### config.mk
export PLATFORM = sky130hd
export DESIGN_NAME = brob_ctrl
export DESIGN_NICKNAME = d
export VERILOG_FILES = /design/src/brob_pkg.sv /design/src/brob_ctrl.sv
export SDC_FILE = /design/constraint.sdc
export NUM_CORES = 1
export LEC_CHECK = 0
export BUFFER_PORTS_ARGS = -buffer_cell sky130_fd_sc_hd__buf_2
export CORE_UTILIZATION = 32
export DETAILED_ROUTE_END_ITERATION = 6
export PLACE_DENSITY_LB_ADDON = 0.15
export SLEW_MARGIN = 10
export SYNTH_ARGS = -nofsm -noshare
export SYNTH_HDL_FRONTEND = slang
export SYNTH_SLANG_ARGS = --single-unit
### constraint.sdc
create_clock -name clk -period 1.4 [get_ports clk]
set_input_delay 0.21 -clock clk [delete_from_list [all_inputs] [get_ports clk]]
set_output_delay 0.21 -clock clk [all_outputs]
set_load 0.1 [all_outputs]
### src/brob_pkg.sv
// ----------------------------------------------------------------------------
// Bitmap raster-op blitter package
// Shared widths, codes and the command and status bundles that join the
// controller and the datapath.
// ----------------------------------------------------------------------------
`default_nettype none

package brob_pkg;

    // Store geometry and field widths.
    localparam int STORE_WORDS = 65536;
    localparam int STORE_AW    = 16;
    localparam int WORD_W      = 16;
    localparam int COORD_W     = 12;
    localparam int CLIP_W      = 16;
    localparam int DIM_W       = 11;
    localparam int REG_IDX_W   = 2;
    localparam int IN_DATA_W   = 112;
    localparam int OUT_DATA_W  = 24;

    // Default geometry of the bitmap in the store.
    localparam int DEF_WORDS_PER_ROW = 64;
    localparam int DEF_ROW_COUNT     = 1024;

    // Operation codes carried in tuser.
    localparam logic [1:0] OP_WRITE = 2'd0;
    localparam logic [1:0] OP_READ  = 2'd1;
    localparam logic [1:0] OP_BLIT  = 2'd2;
    localparam logic [1:0] OP_NONE  = 2'd3;

    // Configuration register indexes.
    localparam logic [REG_IDX_W-1:0] REG_BITMAP_WIDTH  = 2'd0;
    localparam logic [REG_IDX_W-1:0] REG_BITMAP_HEIGHT = 2'd1;
    localparam logic [DIM_W-1:0]     DIM_RESET         = 11'd1024;

    // Functions that never look at the source.
    localparam logic [3:0] FN_ZERO  = 4'h0;
    localparam logic [3:0] FN_NOT_D = 4'h5;
    localparam logic [3:0] FN_DEST  = 4'ha;
    localparam logic [3:0] FN_ONES  = 4'hf;

    // Clipping steps.
    localparam logic [2:0] CLIP_FLIP     = 3'd0;
    localparam logic [2:0] CLIP_DEST_NEG = 3'd1;
    localparam logic [2:0] CLIP_SRC_NEG  = 3'd2;
    localparam logic [2:0] CLIP_SRC_FAR  = 3'd3;
    localparam logic [2:0] CLIP_DEST_FAR = 3'd4;

    // Read address selection.
    localparam logic [1:0] RD_WORD = 2'd0;
    localparam logic [1:0] RD_DEST = 2'd1;
    localparam logic [1:0] RD_SRC0 = 2'd2;
    localparam logic [1:0] RD_SRC1 = 2'd3;

    typedef struct packed {
        logic       load;
        logic       clip_en;
        logic [2:0] clip_step;
        logic       setup;
        logic       base;
        logic [1:0] rd_sel;
        logic       we;
        logic       wr_blit;
        logic       cap_d;
        logic       cap_s0;
        logic       step;
        logic       res_read;
        logic       res_empty;
        logic       out_load;
    } brob_cmd_t;

    typedef struct packed {
        logic [1:0] op;
        logic       src;
        logic       shift;
        logic       empty_rect;
        logic       no_change;
        logic       last;
        logic       out_free;
    } brob_stat_t;

endpackage

`default_nettype wire

### src/brob_ctrl.sv
// ----------------------------------------------------------------------------
// Blitter controller
// State machine that sequences word accesses, clipping, setup and the
// per-word read-modify-write walk of a blit.
// ----------------------------------------------------------------------------
`default_nettype none

module brob_ctrl (
    input  wire logic               clk,
    input  wire logic               rst_n,
    input  wire logic               s_tvalid,
    output logic                    s_tready,
    input  wire brob_pkg::brob_stat_t stat,
    output brob_pkg::brob_cmd_t     cmd
);

    localparam logic [4:0] S_IDLE      = 5'd0;
    localparam logic [4:0] S_WRITE     = 5'd1;
    localparam logic [4:0] S_READ      = 5'd2;
    localparam logic [4:0] S_READ_WAIT = 5'd3;
    localparam logic [4:0] S_CLIP_FLIP = 5'd4;
    localparam logic [4:0] S_CLIP_DNEG = 5'd5;
    localparam logic [4:0] S_CLIP_SNEG = 5'd6;
    localparam logic [4:0] S_CLIP_SFAR = 5'd7;
    localparam logic [4:0] S_CLIP_DFAR = 5'd8;
    localparam logic [4:0] S_CHECK     = 5'd9;
    localparam logic [4:0] S_SETUP     = 5'd10;
    localparam logic [4:0] S_BASE      = 5'd11;
    localparam logic [4:0] S_RD_D      = 5'd12;
    localparam logic [4:0] S_RD_S0     = 5'd13;
    localparam logic [4:0] S_RD_S1     = 5'd14;
    localparam logic [4:0] S_CALC      = 5'd15;
    localparam logic [4:0] S_FINISH    = 5'd16;

    logic [4:0] state_reg;
    logic [4:0] state_next;

    assign s_tready = (state_reg == S_IDLE);

    // State register.
    always_ff @(posedge clk or negedge rst_n)
    begin
        if (!rst_n)
        begin
            state_reg <= S_IDLE;
        end
        else
        begin
            state_reg <= state_next;
        end
    end

    // Next state and commands.
    always_comb
    begin
        state_next = state_reg;
        cmd        = '0;
        unique case (state_reg)
            S_IDLE:
            begin
                if (s_tvalid)
                begin
                    cmd.load = 1'b1;
                    unique case (stat.op)
                        brob_pkg::OP_WRITE: state_next = S_WRITE;
                        brob_pkg::OP_READ:  state_next = S_READ;
                        brob_pkg::OP_BLIT:  state_next = S_CLIP_FLIP;
                        default:            state_next = S_FINISH;
                    endcase
                end
            end
            S_WRITE:
            begin
                cmd.we     = 1'b1;
                state_next = S_FINISH;
            end
            S_READ:
            begin
                cmd.rd_sel = brob_pkg::RD_WORD;
                state_next = S_READ_WAIT;
            end
            S_READ_WAIT:
            begin
                cmd.res_read = 1'b1;
                state_next   = S_FINISH;
            end
            S_CLIP_FLIP:
            begin
                cmd.clip_en   = 1'b1;
                cmd.clip_step = brob_pkg::CLIP_FLIP;
                state_next    = S_CLIP_DNEG;
            end
            S_CLIP_DNEG:
            begin
                cmd.clip_en   = 1'b1;
                cmd.clip_step = brob_pkg::CLIP_DEST_NEG;
                state_next    = S_CLIP_SNEG;
            end
            S_CLIP_SNEG:
            begin
                cmd.clip_en   = 1'b1;
                cmd.clip_step = brob_pkg::CLIP_SRC_NEG;
                state_next    = S_CLIP_SFAR;
            end
            S_CLIP_SFAR:
            begin
                cmd.clip_en   = 1'b1;
                cmd.clip_step = brob_pkg::CLIP_SRC_FAR;
                state_next    = S_CLIP_DFAR;
            end
            S_CLIP_DFAR:
            begin
                cmd.clip_en   = 1'b1;
                cmd.clip_step = brob_pkg::CLIP_DEST_FAR;
                state_next    = S_CHECK;
            end
            S_CHECK:
            begin
                if (stat.empty_rect || stat.no_change)
                begin
                    cmd.res_empty = 1'b1;
                    state_next    = S_FINISH;
                end
                else
                begin
                    state_next = S_SETUP;
                end
            end
            S_SETUP:
            begin
                cmd.setup  = 1'b1;
                state_next = S_BASE;
            end
            S_BASE:
            begin
                cmd.base   = 1'b1;
                state_next = S_RD_D;
            end
            S_RD_D:
            begin
                cmd.rd_sel = brob_pkg::RD_DEST;
                state_next = stat.src ? S_RD_S0 : S_CALC;
            end
            S_RD_S0:
            begin
                cmd.cap_d  = 1'b1;
                cmd.rd_sel = brob_pkg::RD_SRC0;
                state_next = stat.shift ? S_RD_S1 : S_CALC;
            end
            S_RD_S1:
            begin
                cmd.cap_s0 = 1'b1;
                cmd.rd_sel = brob_pkg::RD_SRC1;
                state_next = S_CALC;
            end
            S_CALC:
            begin
                cmd.we      = 1'b1;
                cmd.wr_blit = 1'b1;
                cmd.step    = 1'b1;
                state_next  = stat.last ? S_FINISH : S_RD_D;
            end
            S_FINISH:
            begin
                if (stat.out_free)
                begin
                    cmd.out_load = 1'b1;
                    state_next   = S_IDLE;
                end
            end
            default:
            begin
                state_next = S_IDLE;
            end
        endcase
    end

endmodule

`default_nettype wire

==> results of run 1 <==
[layout by cell type (no fill, tap or decap), types with 4 or more instances in the layout]
master | netlist | final
buf_6 | 0 | 5
nor2_1 | 14 | 5
nand2b_4 | 0 | 4
buf_12 | 0 | 18
nor2_4 | 1 | 10
buf_4 | 1 | 22
nand2_1 | 6 | 5
dfrtp_1 | 5 | 5
a21oi_1 | 8 | 5
buf_2 | 0 | 10
[routing by layer]
metal | wire, um | share of wire (%) | global-route usage [%] | vias up
met5 | 0 | 0 | 0 | -
met4 | 80 | 3.0 | 9.375 | 0
met3 | 187 | 7.0 | 4.681 | 8
met2 | 1438 | 54 | 53.03 | 66
met1 | 949 | 36 | 31.50 | 403
li1 | - | - | - | 391
[worst paths after layout]
kind | startpoint | to | slack (ps)
setup reg to reg | state_reg[2]$_DFFE_PN0P_ | state_reg[2]$_DFFE_PN0P_ | -270
hold / removal | stat[4] | state_reg[0]$_DFFE_PN0P_ | 250
setup / recovery | state_reg[2]$_DFFE_PN0P_ | cmd[16] | -490
max in group asynchronous | rst_n | state_reg[0]$_DFFE_PN0P_ | 940
min in group asynchronous | rst_n | state_reg[4]$_DFFE_PN0P_ | 320
hold reg to reg | state_reg[4]$_DFFE_PN0P_ | state_reg[1]$_DFFE_PN0P_ | 740
[per-stage QoR]
stage                     hold slack (ps)  instances  instance area [sq um]
after floorplan                    -85.59         79                  724.4
after global placement              26.79        139                   1252
after detailed placement            33.24        139                   1252
after CTS                           246.6        148                   1399
after global routing                244.7        150                   1420
final                               253.0        150                   1420
[worst register-to-register path, stage by stage (launching register included)]
cell,delay (ps)
dfrtp_1,400
or4_4,560
buf_4,170
buf_4,150
nor2_4,90
or2_4,130
a31oi_1,50
[logic make-up (layout without fill, tap and decap cells)]
kind of cell,count (synthesis),in the layout
buffers and inverters,9,64
flip-flops,5,5
AO/OA/AOI/OAI,18,18
AND/OR/NAND/NOR,47,47
[power by group through the flow]
stage | clock network (uW) | logic, uW | registers (uW)
after floorplan | 0 | 1540 | 265
after global placement | 0 | 2410 | 234
after detailed placement | 0 | 2450 | 236
after CTS | 175 | 2750 | 235
after global routing | 183 | 3000 | 242
final | 170 | 2900 | 243
[final cells by class]
class / instances / area [sq um]
Clock buffer: 4 / 26.28
Fill cell: 57 / 121.4
Inverter: 3 / 11.26
Multi-Input combinational cell: 65 / 580.6
Sequential cell: 5 / 125.1
Tap cell: 16 / 20.02
Timing Repair Buffer: 57 / 656.9
[timing repair]
action                     4_1_cts  5_1_grt
resized for setup               20        3
hold endpoints to repair         5        0
hold buffers                     1        0
pin swaps                        6        5
buffers inserted                 4        2
setup endpoints to repair       23       23
==> flow_summary_export.csv, run 1 <==
group,metric,value,unit
run_status,outcome,"finished, violations left",
run_status,violations,"setup timing",
setup_path,arrival,1680,ps
yosys,synth_cell_types,29,
setup_path,crit_path_start_kind,"flip-flop",
place,portBuffers,28,
detailed_routing,route.vias.total,868,
detailed_routing,drt_iter0_markers,35,
grt,grt_pass1_wl,3967,um
cts,cts_tree,"built",
setup_path,slowest_stage,"or4_4",
detailed_routing,wirelength,2655,um
power,p_sw,1772,uW
place,pre_cts_slack,-188.0,ps
place,dpl.hpwl,1669,um
place,globalplace.congestion,0.8694,
sta,relSlewSlack,82.18,%
sta,finalClockSkew,2.274,ps
power,total_power,3316,uW
floorplanning,die_h,42.86,um
yosys,synthesis.area,534.3,sq um
yosys,synth_top_cell_by_area,"dfrtp_1",
cts,clk_pin_slew_worst_paths,50,ps
final_layout,diodes,0,
sta,setup_slack,-485.5,ps
yosys,synth_xor_area_share,0,%
yosys,synthAdderAreaFrac,0,%
power,p_sw_share,53.45,%
detailed_routing,via_per_inst,5.787,
power,leakage,0.0005808,uW
detailed_routing,drc,0,
yosys,synthTopCellsByArea,"dfrtp_1 23%, nor2_1 9.8%, a21oi_1 7.5%, nand2b_1 7.0%, nor3_1 4.7%",
setup_path,slowest_delay,560,ps
sta,finalCriticalPeriod,1885,ps
setup_path,crit_buf_inv,1,
grt,grt_pass1_vias,903,
yosys,yosysMostFrequentCell,"nor2_1",
yosys,synth_top_family_by_area,"simple AND/OR/NAND/NOR gates",
power,cellPowerDensity,2335,mW/mm^2
grt,grt_start_max_net_pins,11,
floorplanning,placementRows,14,
cts,cts_max_level,1,
power,p_int,1544,uW
setup_path,crit_family,"simple AND/OR/NAND/NOR gates",
cts,cts_buffers,3,
floorplanning,dieArea,0.001837,sq mm
job,maxCapViolCount,0,
min_path,worstHoldPathCells,3,
yosys,synth_edf_count,0,
setup_path,crit_fanout,3,
grt,overflow,0,
sta,worstMarginPinSlew,266.4,ps
floorplanning,die_w,42.86,um
cts,clk_latency,240,ps
final_layout,fin_nets,146,
floorplanning,pin_count,29,
grt,track_usage,28.26,%
setup_path,end_kind,"output pin",
yosys,synthCells,79,
power,ir_drop,0.002874,V
yosys,async_flop_share,100.0,%
setup_path,worstPathCellList,"or4_4 -> nor2_4 -> and2_4 -> buf_12",
yosys,synth_top_area_share,23.42,%
power,seq_power_share,7.3,%
detailed_routing,drtPass1Iterations,4,
floorplanning,start_util,34.66,%
yosys,synth_common_cells,"14 x nor2_1, 8 x a21oi_1, 6 x nand2_1, 6 x nand2b_1",
sta,setup_viol,22,
min_path,hold_path_class,"primary input to flip-flop",
yosys,synth-seq-cells,5,
final_layout,largest_reg_flops,5,
grt,antenna_found_initial,0,
final_layout,drive_above_1_share,66.42,%
power,power.share.clock,5.1,%
cts,clockBufferDepth,2,
yosys,synth-main-ff-cell,"dfrtp_1",
yosys,yosys.area_share.simple,46.37,%
sta,hold_viol_final,0,
setup_path,cp_data_required_time,1190,ps
detailed_routing,ant_nets,0,
yosys,ys_warn_count,0,
setup_path,crit_type,"flip-flop to output pin",
power,power_frac_comb,87.5,%
yosys,synth_fp_nets,90,
floorplanning,core_area,0.001541,sq mm
cts,clockRootBuffer,"clkbuf_4",
yosys,synth_compound_area_share,23.19,%
sta,fin_crit_sh,134.7,%
sta,rsz0062_at_grt,"true",
final_layout,post-route-util,92.13,%
sta,finalMaxSlewViolations,0,
final_layout,syn_to_final_growth,165.8,%
sta,max_freq,530.4,MHz
sta,final.setup.tns,-5880,ps
yosys,muxShareOfSynthArea,0,%
detailed_routing,wire_per_inst,17.70,um
yosys,seq_area_frac_synth,23.42,%
setup_path,cp.depth,4,
yosys,avgSynthCellArea,6.763,sq um
cts,cts_sinks,5,
setup_path,worstRegToRegCells,6,
Power figures use the tool's default switching activity.
==> run 2, diff against run 1 <==
Settings changed: SETUP_SLACK_MARGIN from default to 0.2.
==> run 2 against run 1 <==
The flow now stops in clock tree synthesis (4_1_cts). Synthesized area is the same. Synthesized cell count unchanged.
==> flow_summary_export.csv, run 2 <==
group,metric,value,unit
run_status,outcome,"aborted with a tool error",
floorplanning,die_w,42.86,um
yosys,synth-seq-cells,5,
yosys,ys_warn_count,0,
yosys,async_flop_share,100.0,%
yosys,synth_top_cell_by_area,"dfrtp_1",
yosys,synth_common_cells,"14 x nor2_1, 8 x a21oi_1, 6 x nand2_1, 6 x nand2b_1",
floorplanning,pin_count,29,
yosys,synth_edf_count,0,
place,dpl_cell_area,0.001252,sq mm
floorplanning,die_h,42.86,um
yosys,seq_area_frac_synth,23.42,%
cts,clockBufferDepth,2,
floorplanning,start_util,34.66,%
cts,post-cts-setup-buffer-count,12,
cts,cts_resized,37,
cts,cts_hold_buf,1,
place,dpl.hpwl,1592,um
cts,cts_buffers,3,
yosys,yosysMostFrequentCell,"nor2_1",
floorplanning,placementRows,14,
place,portBuffers,28,
run_status,haltStage,"clock tree synthesis (4_1_cts)",
yosys,synth_fp_nets,90,
yosys,synth_top_area_share,23.42,%
yosys,avgSynthCellArea,6.763,sq um
yosys,synth-main-ff-cell,"dfrtp_1",
place,globalplace.congestion,0.8679,
cts,cts_max_level,1,
yosys,synthesis.area,534.3,sq um
yosys,synth_cell_types,29,
cts,cts_sinks,5,
run_status,tool.error,"[ERROR DPL-0033] detailed placement checks failed during check placement.",
yosys,synthTopCellsByArea,"dfrtp_1 23%, nor2_1 9.8%, a21oi_1 7.5%, nand2b_1 7.0%, nor3_1 4.7%",
cts,clockRootBuffer,"clkbuf_4",
yosys,synthCells,79,
==> run 2: cell counts after synthesis <==
No cell type changed its count.
==> run 2: kinds of logic after synthesis <==
family          Yosys count  synth area share [%]
compound gates           18                 23.19
buf+inv                   9                 7.027
flops                     5                 23.42
simple gates             47                 46.37
==> run 2: through the flow <==
stage | worst slack (ps) | hold WS [ps] | std cells
global placement | -172.7 | 21.91 | 137
detailed placement | -206.5 | 24.89 | 137
floorplan | -744.9 | -85.59 | 79
==> run 3, diff against run 2 <==
Settings changed: CORE_AREA from default to 2 2 63 65, CORE_UTILIZATION 32 to default, DIE_AREA from default to 0 0 65 67, SETUP_SLACK_MARGIN 0.2 to default.
Clock period 1.4 ns to 1.8 ns, I/O delays scaled along.
==> run 3 against run 2 <==
The flow now finishes, with violations (setup timing).
==> flow_summary_export.csv, run 3 (same netlist as run 1, synthesis figures left out) <==
group,metric,value,unit
run_status,outcome,"finished, violations left",
run_status,violations,"setup timing",
detailed_routing,drc,0,
power,power.share.clock,9.0,%
cts,cts_buffers,3,
final_layout,final.fill_count,376,
detailed_routing,drt_iter0_markers,19,
grt,track_usage,10.10,%
place,pre_cts_slack,119.6,ps
place,portBuffers,28,
sta,rsz0062_at_grt,"true",
setup_path,r2r-start,"state_reg[2]$_DFFE_PN0P_",
cts,clk_latency,210,ps
place,globalplace.congestion,0.7731,
cts,cts_max_level,1,
sta,relSlewSlack,80.85,%
floorplanning,core_area,0.003606,sq mm
floorplanning,die_h,67,um
power,power_frac_comb,82.5,%
detailed_routing,wire_per_inst,11.86,um
power,leakage,0.0005114,uW
sta,hold_viol_final,0,
min_path,hold_start,"stat[4]",
cts,clockRootBuffer,"clkbuf_8",
final_layout,syn_to_final_growth,151.3,%
floorplanning,pin_count,29,
setup_path,worst-r2r-setup-slack,60,ps
min_path,whs_endpoint,"state_reg[0]$_DFFE_PN0P_",
sta,fin_crit_sh,103.6,%
sta,setup_viol,4,
final_layout,largest_reg_flops,5,
sta,max_freq,536.3,MHz
cts,clockBufferDepth,2,
grt,grt_start_max_net_pins,17,
min_path,worstHoldPathCells,3,
setup_path,end_kind,"output pin",
power,seq_power_share,8.5,%
final_layout,diodes,0,
place,dpl_cell_area,0.001200,sq mm
final_layout,final_cell_mix,"19 x buf_12, 13 x buf_4, 10 x buf_2",
power,ir_drop,0.001518,V
detailed_routing,wirelength,2017,um
final_layout,seqCellArea,125.1,sq um
setup_path,cp_data_required_time,1530,ps
cts,clk_pin_slew_worst_paths,30,ps
setup_path,crit_type,"flip-flop to output pin",
power,p_sw_share,54.10,%
sta,holdWs,326.4,ps
setup_path,r2r_end,"state_reg[0]$_DFFE_PN0P_",
grt,antenna_found_initial,0,
min_path,hold_path_class,"primary input to flip-flop",
final_layout,post-route-util,37.23,%
detailed_routing,ant_nets,0,
setup_path,setup.worst_path.start,"state_reg[2]$_DFFE_PN0P_",
detailed_routing,route.vias.total,723,
sta,finalMaxSlewViolations,0,
grt,grt_pass1_wl,3408,um
final_layout,fin_nets,134,
place,dpl.hpwl,1633,um
floorplanning,dieArea,0.004355,sq mm
floorplanning,die_w,65,um
setup_path,crit_path_start_kind,"flip-flop",
sta,finalClockSkew,1.379,ps
detailed_routing,via_per_inst,4.253,
sta,finalCriticalPeriod,1865,ps
grt,overflow,0,
power,cellPowerDensity,1657,mW/mm^2
sta,setup_slack,-64.79,ps
final_layout,final_common_cell,"buf_12",
floorplanning,placementRows,22,
job,maxCapViolCount,0,
final_layout,stdcell_area,0.001343,sq mm
grt,grt_pass1_vias,741,
cts,cts_sinks,5,
power,p_int,1021,uW
power,total_power,2224,uW
setup_path,worstRegToRegCells,6,
setup_path,arrival,1590,ps
sta,worstMarginPinSlew,286.2,ps
floorplanning,start_util,14.82,%
final_layout,multi_input_area,540.5,sq um
setup_path,crit_fanout,3,
cts,cts_tree,"built",
final_layout,drive_above_1_share,59.84,%
power,p_sw,1203,uW
detailed_routing,drtPass1Iterations,2,
## run 3: cell type report
class                           count  share of cell area (%)
Clock buffer                        4                   3.355
Inverter                            3                  0.8388
Multi-Input combinational cell     65                   40.26
Sequential cell                     5                   9.320
Tap cell                           48                   4.473
Timing Repair Buffer               45                   41.75
## run 3: power groups by stage
stage                     registers [uW]  logic, uW  clock network [uW]
after floorplan                      204       1170                   0
after global placement               190       1680                   0
after detailed placement             194       1680                   0
after CTS                            190       1820                 204
after global routing                 199       1930                 208
final                                190       1840                 199
## run 3: worst max path at each step
stage | to | slack [ps] | depth (start not counted)
finish | cmd[16] | -60 | 4
global placement | cmd[16] | 140 | 4
floorplan | cmd[16] | -400 | 3
detailed placement | cmd[16] | 120 | 4
global route | cmd[16] | -110 | 4
CTS | cmd[16] | -70 | 4
## run 3: metal layers
metal	global-route usage [%]	vias to the layer above	routed length, um
li1	-	367	-
met1	13.50	333	943
met2	16.11	23	950
met3	2.196	0	122
met4	3.191	0	0
met5	0	-	0
## run 3: through the flow
| stage | setup TNS (ps) | std cells |
|---|---|---|
| CTS | -164.1 | 169 |
| floorplan | -2208 | 79 |
| global route | -279.7 | 170 |
| finish | -110.0 | 170 |
| detailed placement | 0 | 160 |
| global placement | 0 | 160 |
## run 3: repair_timing
| item | 4_1_cts | 5_1_grt |
|---|---|---|
| endpoints found under the setup margin | 7 | 8 |
| hold endpoints to repair | 5 | 0 |
| buffers inserted | 4 | 1 |
| pin swaps | 2 | 2 |
| gates resized for setup | 6 | 4 |
| hold buffers | 1 | 0 |
## run 3: worst max-delay path, stage by stage (launching register included)
cell and delay (ps):
dfrtp_1 390, or4_4 560, nor2_4 110, and2_4 150, buf_12 160
